==> src/rtl/core/utf8_stream_validator_top_assert.svh <==
// Assertion macros shared by the UTF-8 stream validator RTL.
// Included by modules that carry concurrent checks; needs clk and arst_n in scope.
`ifndef UTF8_STREAM_VALIDATOR_TOP_ASSERT_SVH
`define UTF8_STREAM_VALIDATOR_TOP_ASSERT_SVH

// Check that is disabled while reset is asserted.
`define U8SV_ASSERT(lbl, prop, msg) \
	lbl: assert property (@(posedge clk) disable iff (!arst_n) prop) else $error(msg);

// Check that also holds during reset.
`define U8SV_ASSERT_ALWAYS(lbl, prop, msg) \
	lbl: assert property (@(posedge clk) prop) else $error(msg);

`endif

==> src/rtl/core/utf8sv_pkg.sv <==
// Shared types and constants for the UTF-8 stream validator.
// No dependencies; imported by utf8sv_step, utf8_stream_validator_top and the bench modules.
`timescale 1ns / 1ps

package utf8sv_pkg;

	localparam int OFFSET_BITS_DEF = 16;
	localparam int ACC_BITS = 21;

	typedef enum logic [2:0] {
		FK_OK       = 3'd0,
		FK_NUL      = 3'd1,
		FK_LEAD     = 3'd2,
		FK_CONT     = 3'd3,
		FK_TRUNC    = 3'd4,
		FK_OVERLONG = 3'd5,
		FK_SURR     = 3'd6,
		FK_ABOVE    = 3'd7
	} fault_kind_t;

	localparam logic [ACC_BITS-1:0] CP_MIN_2B   = 21'h000080;
	localparam logic [ACC_BITS-1:0] CP_MIN_3B   = 21'h000800;
	localparam logic [ACC_BITS-1:0] CP_MIN_4B   = 21'h010000;
	localparam logic [ACC_BITS-1:0] CP_MAX      = 21'h10FFFF;
	localparam logic [ACC_BITS-1:0] CP_SURR_LO  = 21'h00D800;
	localparam logic [ACC_BITS-1:0] CP_SURR_HI  = 21'h00DFFF;

	// Decoder state carried from one byte to the next.
	typedef struct packed {
		logic [1:0]          pending;
		logic [1:0]          seq_len;
		logic [ACC_BITS-1:0] acc;
		fault_kind_t         fault;
	} dec_state_t;

	localparam dec_state_t DEC_STATE_RESET = '{
		pending: 2'd0,
		seq_len: 2'd0,
		acc:     '0,
		fault:   FK_OK
	};

endpackage

==> src/rtl/core/utf8sv_step.sv <==
// Per-byte decode step: next decoder state, positions and verdict for one byte.
// Purely combinational; depends on utf8sv_pkg.
`timescale 1ns / 1ps

module utf8sv_step
	import utf8sv_pkg::*;
#(
	parameter int OFFSET_BITS = OFFSET_BITS_DEF
) (
	input  dec_state_t             cur_state,
	input  logic [OFFSET_BITS-1:0] cur_byte_pos,
	input  logic [OFFSET_BITS-1:0] cur_fault_pos,
	input  logic [7:0]             byte_in,
	input  logic                   end_of_string,
	output dec_state_t             nxt_state,
	output logic [OFFSET_BITS-1:0] nxt_byte_pos,
	output logic [OFFSET_BITS-1:0] nxt_fault_pos,
	output logic                   res_is_valid,
	output fault_kind_t            res_kind,
	output logic [OFFSET_BITS-1:0] res_offset
);

	dec_state_t             upd;
	fault_kind_t            raise;
	logic [ACC_BITS-1:0]    cp;
	logic [OFFSET_BITS-1:0] fpos;

	always_comb begin
		upd   = cur_state;
		raise = FK_OK;
		cp    = {cur_state.acc[ACC_BITS-7:0], byte_in[5:0]};
		if (cur_state.fault == FK_OK) begin
			if (cur_state.pending == 2'd0) begin
				if (byte_in == 8'h00) begin
					raise = FK_NUL;
				end else if (!byte_in[7]) begin
					upd.pending = 2'd0;
				end else if (byte_in[7:5] == 3'b110) begin
					upd.acc = {16'd0, byte_in[4:0]};
					// A lead of 0xC0 is overlong on its own; 0xC1 is caught at completion.
					if (byte_in[4:0] == 5'd0) begin
						raise = FK_OVERLONG;
					end else begin
						upd.pending = 2'd1;
						upd.seq_len = 2'd1;
					end
				end else if (byte_in[7:4] == 4'b1110) begin
					upd.acc     = {17'd0, byte_in[3:0]};
					upd.pending = 2'd2;
					upd.seq_len = 2'd2;
				end else if (byte_in[7:3] == 5'b11110) begin
					upd.acc     = {18'd0, byte_in[2:0]};
					upd.pending = 2'd3;
					upd.seq_len = 2'd3;
				end else begin
					raise = FK_LEAD;
				end
			end else if (byte_in[7:6] != 2'b10) begin
				raise = FK_CONT;
			end else begin
				upd.acc     = cp;
				upd.pending = cur_state.pending - 2'd1;
				if (upd.pending == 2'd0) begin
					if ((cur_state.seq_len == 2'd1 && cp < CP_MIN_2B) ||
					    (cur_state.seq_len == 2'd2 && cp < CP_MIN_3B) ||
					    (cur_state.seq_len == 2'd3 && cp < CP_MIN_4B)) begin
						raise = FK_OVERLONG;
					end else if (cp > CP_MAX) begin
						raise = FK_ABOVE;
					end else if (cp >= CP_SURR_LO && cp <= CP_SURR_HI) begin
						raise = FK_SURR;
					end
				end
			end
			// A sequence still open on the last byte is cut off.
			if (end_of_string && raise == FK_OK && upd.pending != 2'd0) begin
				raise = FK_TRUNC;
			end
		end

		fpos = cur_fault_pos;
		if (raise != FK_OK) begin
			upd.fault = raise;
			fpos      = cur_byte_pos;
		end

		res_is_valid = (upd.fault == FK_OK);
		res_kind     = upd.fault;
		res_offset   = res_is_valid ? '0 : fpos;

		if (end_of_string) begin
			nxt_state     = DEC_STATE_RESET;
			nxt_byte_pos  = '0;
			nxt_fault_pos = '0;
		end else begin
			nxt_state     = upd;
			nxt_fault_pos = fpos;
			nxt_byte_pos  = (cur_byte_pos == {OFFSET_BITS{1'b1}}) ? cur_byte_pos
			                                                     : cur_byte_pos + 1'b1;
		end
	end

endmodule

==> src/rtl/core/utf8_stream_validator_top.sv <==
// Top level of the UTF-8 stream validator: input register, decoder state, result register.
// Depends on utf8sv_pkg, utf8sv_step and utf8_stream_validator_top_assert.svh.
//
// Usage: a string enters one byte per request on the input channel
// (in_valid, in_stall, byte_in, end_of_string), with end_of_string set on
// its final byte. Exactly one result leaves on the output channel
// (out_valid, out_stall, is_valid, fault_kind, fault_offset) for each
// string, after its final byte. Bytes that follow the first fault are
// consumed and ignored. An empty string sends no bytes and gets no result.
// A final byte passes from the input register into the result register.
// Throughput: one byte per cycle while in_stall is low, set by the single
// decode step between the input register and the state and result registers.
// When the receiver stalls, the result register holds its request; a
// mid-string byte still advances, and a final byte waits in the input
// register, which then raises in_stall until the result is taken.
// Reset clears the decoder state, byte counter and both valid flags, so
// the first byte after reset begins a new string.
// fault_offset saturates at 2^OFFSET_BITS - 1.
`timescale 1ns / 1ps

module utf8_stream_validator_top
	import utf8sv_pkg::*;
#(
	parameter int OFFSET_BITS = OFFSET_BITS_DEF
) (
	input  logic                   clk,
	input  logic                   arst_n,
	input  logic                   in_valid,
	output logic                   in_stall,
	input  logic [7:0]             byte_in,
	input  logic                   end_of_string,
	output logic                   out_valid,
	input  logic                   out_stall,
	output logic                   is_valid,
	output logic [2:0]             fault_kind,
	output logic [OFFSET_BITS-1:0] fault_offset
);

`include "utf8_stream_validator_top_assert.svh"

	logic                   valid_s1;
	logic [7:0]             byte_s1;
	logic                   eos_s1;

	dec_state_t             state_q;
	logic [OFFSET_BITS-1:0] byte_pos_q;
	logic [OFFSET_BITS-1:0] fault_pos_q;

	logic                   out_valid_q;
	logic                   is_valid_q;
	fault_kind_t            fault_kind_q;
	logic [OFFSET_BITS-1:0] fault_offset_q;

	dec_state_t             nxt_state;
	logic [OFFSET_BITS-1:0] nxt_byte_pos;
	logic [OFFSET_BITS-1:0] nxt_fault_pos;
	logic                   res_is_valid;
	fault_kind_t            res_kind;
	logic [OFFSET_BITS-1:0] res_offset;

	logic                   out_free;
	logic                   adv_s1;
	logic                   in_take;

	utf8sv_step #(
		.OFFSET_BITS(OFFSET_BITS)
	) u_step (
		.cur_state    (state_q),
		.cur_byte_pos (byte_pos_q),
		.cur_fault_pos(fault_pos_q),
		.byte_in      (byte_s1),
		.end_of_string(eos_s1),
		.nxt_state    (nxt_state),
		.nxt_byte_pos (nxt_byte_pos),
		.nxt_fault_pos(nxt_fault_pos),
		.res_is_valid (res_is_valid),
		.res_kind     (res_kind),
		.res_offset   (res_offset)
	);

	assign out_free = !out_valid_q || !out_stall;
	// Only a final byte needs room in the result register.
	assign adv_s1   = valid_s1 && (!eos_s1 || out_free);
	assign in_stall = valid_s1 && !adv_s1;
	assign in_take  = in_valid && !in_stall;

	always_ff @(posedge clk or negedge arst_n) begin
		if (!arst_n) begin
			valid_s1 <= 1'b0;
		end else if (in_take) begin
			valid_s1 <= 1'b1;
		end else if (adv_s1) begin
			valid_s1 <= 1'b0;
		end
	end

	always_ff @(posedge clk) begin
		if (in_take) begin
			byte_s1 <= byte_in;
			eos_s1  <= end_of_string;
		end
	end

	always_ff @(posedge clk or negedge arst_n) begin
		if (!arst_n) begin
			state_q     <= DEC_STATE_RESET;
			byte_pos_q  <= '0;
			fault_pos_q <= '0;
		end else if (adv_s1) begin
			state_q     <= nxt_state;
			byte_pos_q  <= nxt_byte_pos;
			fault_pos_q <= nxt_fault_pos;
		end
	end

	always_ff @(posedge clk or negedge arst_n) begin
		if (!arst_n) begin
			out_valid_q <= 1'b0;
		end else if (adv_s1 && eos_s1) begin
			out_valid_q <= 1'b1;
		end else if (!out_stall) begin
			out_valid_q <= 1'b0;
		end
	end

	always_ff @(posedge clk) begin
		if (adv_s1 && eos_s1) begin
			is_valid_q     <= res_is_valid;
			fault_kind_q   <= res_kind;
			fault_offset_q <= res_offset;
		end
	end

	assign out_valid    = out_valid_q;
	assign is_valid     = is_valid_q;
	assign fault_kind   = fault_kind_q;
	assign fault_offset = fault_offset_q;

	`U8SV_ASSERT_ALWAYS(a_no_result_in_reset, !arst_n |-> !out_valid, "result valid during reset")
	`U8SV_ASSERT(a_verdict_matches_kind, out_valid |-> (is_valid == (fault_kind == FK_OK)), "verdict disagrees with fault kind")
	`U8SV_ASSERT(a_valid_offset_zero, (out_valid && is_valid) |-> (fault_offset == '0), "nonzero offset on a valid string")
	`U8SV_ASSERT(a_final_byte_gives_result, (adv_s1 && eos_s1) |=> out_valid, "final byte did not produce a result")
	`U8SV_ASSERT(a_cleared_after_final, (adv_s1 && eos_s1) |=> (state_q == DEC_STATE_RESET && byte_pos_q == '0), "decoder not cleared after final byte")
	`U8SV_ASSERT(a_pending_within_len, state_q.pending <= state_q.seq_len, "pending count exceeds sequence length")

endmodule

==> config.mk <==
export PLATFORM = sky130hd
export DESIGN_NAME = utf8_stream_validator_top
export DESIGN_NICKNAME = d
export VERILOG_FILES = /design/src/rtl/core/utf8sv_pkg.sv /design/src/rtl/core/utf8sv_step.sv /design/src/rtl/core/utf8_stream_validator_top.sv
export VERILOG_INCLUDE_DIRS = /design/src /design/src/rtl/core
export SDC_FILE = /design/constraint.sdc
export NUM_CORES = 1
export LEC_CHECK = 0
export BUFFER_PORTS_ARGS = -buffer_cell sky130_fd_sc_hd__buf_2
export CAP_MARGIN = 20
export CORE_MARGIN = 10
export CORE_UTILIZATION = 65
export CTS_CLUSTER_DIAMETER = 40
export DETAILED_ROUTE_END_ITERATION = 8
export HOLD_SLACK_MARGIN = 0.12
export PLACE_DENSITY_LB_ADDON = 0.3
export SETUP_SLACK_MARGIN = 0.15
export SYNTH_ARGS = -nofsm -noshare
export SYNTH_HDL_FRONTEND = slang
export SYNTH_SLANG_ARGS = --single-unit
==> constraint.sdc <==
create_clock -name clk -period 6.4 [get_ports clk]
set_input_delay 0 -clock clk [delete_from_list [all_inputs] [get_ports clk]]
set_output_delay 0 -clock clk [all_outputs]
set_load 0.05 [all_outputs]
# Word level (Yosys, flattened, before mapping)
# Index checks and enable logic that the tools add are counted.
[op_classes] add_sub_neg=2 magnitude_cmp=6 n_eq_ne=16 muxes=39 n_reduce_logical=37
[ops] cell="$mux W25" n=5
[ops] cell="$mux W16" n=4
[ops] cell="$mux W21" n=2
[ops] cell="$mux W3" n=14
[ops] cell="$mux W28" n=1
[ops] cell="$mux W23" n=1
[ops] cell="$ge A21 B16 Y1 const B" n=1
[ops] cell="$gt A21 B21 Y1 const B" n=1
[ops] cell="$le A21 B16 Y1 const B" n=1
[ops] cell="$lt A21 B12 Y1 const B" n=1
[ops] cell="$lt A21 B17 Y1 const B" n=1
[ops] cell="$lt A21 B8 Y1 const B" n=1
[ops] cell="$add A16 B1 Y16 const B" n=1
[ops] cell="$eq A16 B16 Y1 const B" n=1
[ops] cell="$mux W2" n=7
[ops] cell="$logic_and A1 B1 Y1" n=10
[ops] cell="$reduce_bool A2 Y1" n=5
[ops] cell="$logic_not A3 Y1" n=3
[ops] cell="$ne A3 B3 Y1 const B" n=3
[ops] cell="$logic_not A8 Y1" n=1
[ops] cell="$reduce_and A7 Y1" n=1
[ops] cell="$ne A2 B2 Y1 const B" n=3
[ops] cell="$reduce_and A6 Y1" n=1
[ops] cell="$eq A5 B5 Y1 const B" n=1
[ops] cell="other kinds (17)" n=30
[totals] register_bits=85 input_bits=13 output_inout_bits=22 elab_cells=113

# Logic depth before layout (Yosys ltp)
[depth] word_depth=17 mapped_depth=12 mapped_depth_nobuf=9

# By module
# Synthesis repeated with hierarchy kept, for this count alone.
[hier_totals] hier_cells=664 hier_area_um2=6109.6
[by_module_without_submodules] mod="utf8_stream_validator_top" n_inst=1 cells_per_inst=380 area_per_inst_um2=4449.3 seq_area_each_um2=2422.3
[by_module_without_submodules] mod="utf8sv_step" n_inst=1 cells_per_inst=284 area_per_inst_um2=1660.3 seq_area_each_um2=0.0

# Least setup slack after synthesis
# No wires, ideal clock.
[synth_timing] path_kind="register -> register" from="register state_q[26] (netlist bit)" to="register fault_offset_q[0], in the netlist fault_offset[0] (data pin)" setup_time_ns=0.260 arrival_ns=2.436 required_time_ns=6.140 slack_ns=3.704 path_stages_with_launch=12 path_buffers=3 synth_period_minus_slack_ns=2.696 path_cell_list="dfrtp_1 > inv_1 > ha_1 > clkbuf_1 > and3_1 > a311oi_1 > a211oi_2 > o21a_1 > buf_2 > a2111oi_4 > buf_6 > a21oi_2"
[synth_between] elab_chain_len=14 word_cells_on_any_way=26 classes_between="1 x add/sub; 17 x mux; 8 x reduce/logical"
[synth_rtl] element="from (decl)" line="utf8_stream_validator_top.sv:45" rtl="dec_state_t state_q;"
[synth_rtl] element="from (signal assigned)" line="utf8_stream_validator_top.sv:110" rtl="state_q <= nxt_state;"
[synth_rtl] element="$sub A2 B1 Y2 / $mux W25 (equally long branches)" line="utf8sv_step.sv:62, utf8sv_step.sv:51"
[synth_rtl] element="$logic_not A2 Y1 / $mux W25 (equally long branches)" line="utf8sv_step.sv:63, utf8sv_step.sv:47"
[synth_rtl] element="$mux W3 / $mux W25 (equally long branches)" line="utf8sv_step.sv:63, utf8sv_step.sv:38"
[synth_rtl] element="$mux W3 / $mux W2 (equally long branches)" line="utf8sv_step.sv:58, utf8sv_step.sv:36"
[synth_rtl] element="$mux W3 / $mux W25 (equally long branches)" line="utf8sv_step.sv:33, utf8sv_step.sv:34"
[synth_rtl] element="$mux W3 / $mux W2 (equally long branches)" line="utf8sv_step.sv:32, utf8sv_step.sv:33"
[synth_rtl] element="$logic_not A3 Y1 / $mux W2 (equally long branches)" line="utf8sv_step.sv:76, utf8sv_step.sv:32"
[synth_rtl] element="$logic_and A1 B1 Y1 / $reduce_bool A2 Y1 (equally long branches)" line="utf8sv_step.sv:76" rtl="if (end_of_string && raise == FK_OK && upd.pending != 2'd0) begin"
[synth_rtl] element="$logic_and A1 B1 Y1" line="utf8sv_step.sv:76"
[synth_rtl] element="$mux W3 *" line="utf8sv_step.sv:76"
[synth_rtl] element="$mux W3 *" line="utf8sv_step.sv:32" rtl="if (cur_state.fault == FK_OK) begin"
[synth_rtl] element="$reduce_bool A3 Y1" line="utf8sv_step.sv:82" rtl="if (raise != FK_OK) begin"
[synth_rtl] element="$mux W3 *" line="utf8sv_step.sv:82"
[synth_rtl] element="$logic_not A3 Y1 *" line="utf8sv_step.sv:87" rtl="res_is_valid = (upd.fault == FK_OK);"
[synth_rtl] element="named net res_is_valid" line="utf8_stream_validator_top.sv:57" rtl="logic res_is_valid;"
[synth_rtl] element="to (signal assigned)" line="utf8_stream_validator_top.sv:130" rtl="fault_offset_q <= res_offset;"
[synth_rtl] element="to (decl)" line="utf8_stream_validator_top.sv:52" rtl="logic [OFFSET_BITS-1:0] fault_offset_q;"
# Mark *: on every way through the listed nets, which the timed path passes. The rest lies on a longest branch. The select of a mux whose other input is x is not followed.
# A chain may end at the register's enable or synchronous reset.

# Worst setup path in the final report
[layout_timing] from="register state_q[26] (netlist bit)" to="register fault_pos_q[2]"
[layout_between] elab_chain_len=14 word_cells_on_any_way=25 classes_between="1 x add/sub; 17 x mux; 7 x reduce/logical"
[layout_rtl] element="$sub A2 B1 Y2 / $mux W25 (equally long branches)" line="utf8sv_step.sv:62, utf8sv_step.sv:51"
[layout_rtl] element="$logic_not A2 Y1 / $mux W25 (equally long branches)" line="utf8sv_step.sv:63, utf8sv_step.sv:47"
[layout_rtl] element="$mux W3 / $mux W25 (equally long branches)" line="utf8sv_step.sv:63, utf8sv_step.sv:38"
[layout_rtl] element="$mux W3 / $mux W2 (equally long branches)" line="utf8sv_step.sv:58, utf8sv_step.sv:36"
[layout_rtl] element="$mux W3 / $mux W25 (equally long branches)" line="utf8sv_step.sv:33, utf8sv_step.sv:34"
[layout_rtl] element="$mux W3 / $mux W2 (equally long branches)" line="utf8sv_step.sv:32, utf8sv_step.sv:33"
[layout_rtl] element="$logic_not A3 Y1 / $mux W2 (equally long branches)" line="utf8sv_step.sv:76, utf8sv_step.sv:32"
[layout_rtl] element="$logic_and A1 B1 Y1 / $reduce_bool A2 Y1 (equally long branches)" line="utf8sv_step.sv:76"
[layout_rtl] element="$logic_and A1 B1 Y1" line="utf8sv_step.sv:76"
[layout_rtl] element="$mux W3 *" line="utf8sv_step.sv:76"
[layout_rtl] element="$mux W3 *" line="utf8sv_step.sv:32"
[layout_rtl] element="$reduce_bool A3 Y1 *" line="utf8sv_step.sv:82"
[layout_rtl] element="$mux W16 *" line="utf8sv_step.sv:82"
[layout_rtl] element="$mux W16 *" line="utf8sv_step.sv:91" rtl="if (end_of_string) begin"
[layout_rtl] element="to (signal assigned)" line="utf8_stream_validator_top.sv:112" rtl="fault_pos_q <= nxt_fault_pos;"
[layout_rtl] element="to (decl)" line="utf8_stream_validator_top.sv:47" rtl="logic [OFFSET_BITS-1:0] fault_pos_q;"
# Mark *: on every way between the ends. The rest lies on a longest branch, timed or not. The select of a mux whose other input is x is not followed.

==> results.sh <==
export IMPL_status="completed"
export IMPL_globalRouteOverflowTotal=0
export IMPL_max_stage_delay_ps=820
export IMPL_setup_viol=0
export IMPL_p_leak_nw=2.18
export IMPL_cts_sinks=85
export IMPL_globalplace_congestion=0.841
export IMPL_hold_viol=0
export IMPL_drt_initial_drc_count=360
export IMPL_rows=30
export IMPL_final_common_cell="dfrtp_1"
export IMPL_post_drt_wl_per_cell_um=17.8
export IMPL_yosys_warnings=0
export IMPL_fin_tns_setup_ps=0
export IMPL_async_reset_ff_share_pct=65.9
export IMPL_synthTopCellsByArea="dfrtp_1 30%, edfxtp_1 19%, nand3_1 4.6%, and4b_1 3.6%, a221o_1 3.4%"
export IMPL_hp_class="input pin to asynchronous set/reset pin"
export IMPL_yosysTopAreaCellShare_pct=30.0
export IMPL_placed_area_um2=4880
export IMPL_io_buffers=34
export IMPL_clkLatencyLatePin_ps=360
export IMPL_seq_area_frac_synth_pct=48.6
export IMPL_nNetsFinal=516
export IMPL_fin_cells=601
export IMPL_relSlewSlack_pct=31.2
export IMPL_multi_input_area_um2=2210
export IMPL_arrival_ps=3960
export IMPL_wl_um=10700
export IMPL_clk_pin_slew_ps=90
export IMPL_dp_cells=572
export IMPL_maxCapViolCount=0
export IMPL_drive_gt1_share_pct=16.8
export IMPL_slowest_stage="o32a_1"
export IMPL_grt_max_degree=59
export IMPL_dieArea_um2=11000
export IMPL_cts_tree="done"
export IMPL_grt_pass1_wl_um=17800
export IMPL_finalClockSkew_ps=9.75
export IMPL_cp_start_kind="flop"
export IMPL_syn_inst=470
export IMPL_finalCritPeriodShare_pct=58.1
export IMPL_fmax_mhz=269
export IMPL_grt_pass1_vias=3625
export IMPL_syn_nets=486
export IMPL_maxSlewViolCount=0
export IMPL_n_fill_cell=520
export IMPL_hpwl_um=6870
export IMPL_firstDrtPassIters=5
export IMPL_synthFlopType="dfrtp_1"
export IMPL_via_per_inst=6.38
export IMPL_pin_count=35
export IMPL_drc=0
export IMPL_mostFrequentLayoutCells="56 x dfrtp_1, 43 x nand3_1, 37 x nand2_1"
export IMPL_critPathRequiredTime_ps=6640
export IMPL_rsz0062_at_grt="false"
export IMPL_period_minus_slack_ps=3720
export IMPL_ant_nets=0
export IMPL_ys_ff_latch=85
export IMPL_synth_cell_type_count=61
export IMPL_die_w_um=105
export IMPL_fin_area_um2=5180
export IMPL_cts_hold_buf=13
export IMPL_cts_made_buffers=9
export IMPL_fp_dieH_um=105
export IMPL_gr_usage_all_layers_pct=18.9
export IMPL_vias=3837
export IMPL_regToRegSetupSlack_ps=2680
export IMPL_pwr_density_cell_nw_per_um2=318
export IMPL_cts_resized=0
export IMPL_path_class="flop to flop"
export IMPL_root_buffer="clkbuf_8"
export IMPL_post_cts_buffers=0
export IMPL_core_area_um2=6910
export IMPL_worst_pin_slew_ps=1030
export IMPL_synth_edf_count=29
export IMPL_fin_util_pct=75.0
export IMPL_endpoint_kind="flop"
export IMPL_crit_path_max_fanout=33
export IMPL_cts_max_level=3
export IMPL_regArea_um2=2270
export IMPL_syn_cell_area_um2=4670
export IMPL_yosysTopAreaCell="dfrtp_1"
export IMPL_start_util_pct=67.6
export IMPL_clock_path_buffers=2
export IMPL_area_delta_synth_final_pct=10.9
export IMPL_max_vdd_ir_drop_v=0.000265
export IMPL_post_synth_cell_area_avg_um2=9.94
export IMPL_power_total_mw=1.65
export IMPL_crit_chain="inv_1 > ha_1 > or2_2 > a21oi_1 > and2_1 > o32a_1 > nand2_1 > a221o_1"
export IMPL_n_antenna_cell=0
export IMPL_antenna_found_initial=0
[final timing paths]
kind                                   from             end  cells past startpoint
worst max-delay path            state_q[26]  fault_pos_q[2]                      8
worst min register to register   state_q[3]      state_q[9]                      2
worst min-delay path                 arst_n     state_q[10]                      3
worst max register to register  state_q[26]  fault_pos_q[2]                      8
max in group asynchronous            arst_n     state_q[26]                      3
min in group clk                 byte_in[1]      byte_s1[1]                      2
[cell families (layout without fill, tap and decap cells)]
group / after synthesis / count (layout) / synth area share [%]
compound gates: 124 / 124 / 19.4
fa+ha+maj: 3 / 3 / 0.804
flops: 85 / 85 / 48.6
xor+xnor: 8 / 8 / 1.50
simple gates: 198 / 198 / 24.5
mux: 4 / 4 / 0.884
buf+inv: 48 / 83 / 4.23
[critical path, delay by kind of cell, from the launching register on]
kind	cells	cell delay, ps
adders and majority gates	1	380
AOI/OAI and AO/OA	3	1470
buffers and inverters	1	90
DFF	1	430
and+or+nand+nor	3	1230
[flip-flops by register name (all words and copies together), names as in the netlist]
| register | flops |
|---|---|
| valid_s1 | 1 |
| byte_pos_q | 16 |
| out_valid | 1 |
| fault_offset | 16 |
| eos_s1 | 1 |
| fault_kind | 3 |
| fault_pos_q | 16 |
| is_valid | 1 |
| byte_s1 | 8 |
| state_q | 22 |
[area by class of cell]
cell class	instances	share of cell area (%)
clock buffers	9	2.39
repair buffers	55	7.03
clock inverters	7	0.966
flip-flops and latches	85	43.9
inverters	12	0.869
well taps	96	2.32
multi-input cells	337	42.6
[per-layer routing]
metal	track usage (%)	wire length [um]
met1	26.8	4790
met5	0	0
met3	4.67	810
met2	28.7	4980
met4	4.02	96
[synth_stat cells (3+ instances only)]
library cell / instances
a21o_1: 3
a21oi_1: 18
a21oi_2: 9
a221o_1: 16
a31o_2: 3
and2_1: 7
and3_1: 7
and4_1: 3
and4b_1: 17
buf_2: 8
clkbuf_1: 26
dfrtp_1: 56
edfxtp_1: 29
ha_1: 3
inv_1: 12
mux2i_1: 3
nand2_1: 37
nand2b_1: 6
nand3_1: 43
nand4_1: 6
nor2_1: 29
nor2b_1: 3
nor3_1: 8
nor3b_1: 14
o211ai_1: 20
o21ai_0: 31
o21ai_1: 4
o22ai_1: 3
or2_2: 3
xnor2_1: 4
xor2_1: 4
[through the flow]
stage / hold slack (ps) / setup WS, ps
2_1_floorplan: -296 / 3700
3_3_place_gp: 175 / 2820
3_5_place_dp: 179 / 2760
4_1_cts: 334 / 2740
5_1_grt: 351 / 2410
6_report: 317 / 2680
[where the power goes]
part	total [mW]	switching [mW]	internal (mW)
combinational	0.625	0.447	0.179
sequential	0.673	0.0473	0.626
clock	0.348	0.206	0.142
(Power assumes the default switching activity.)
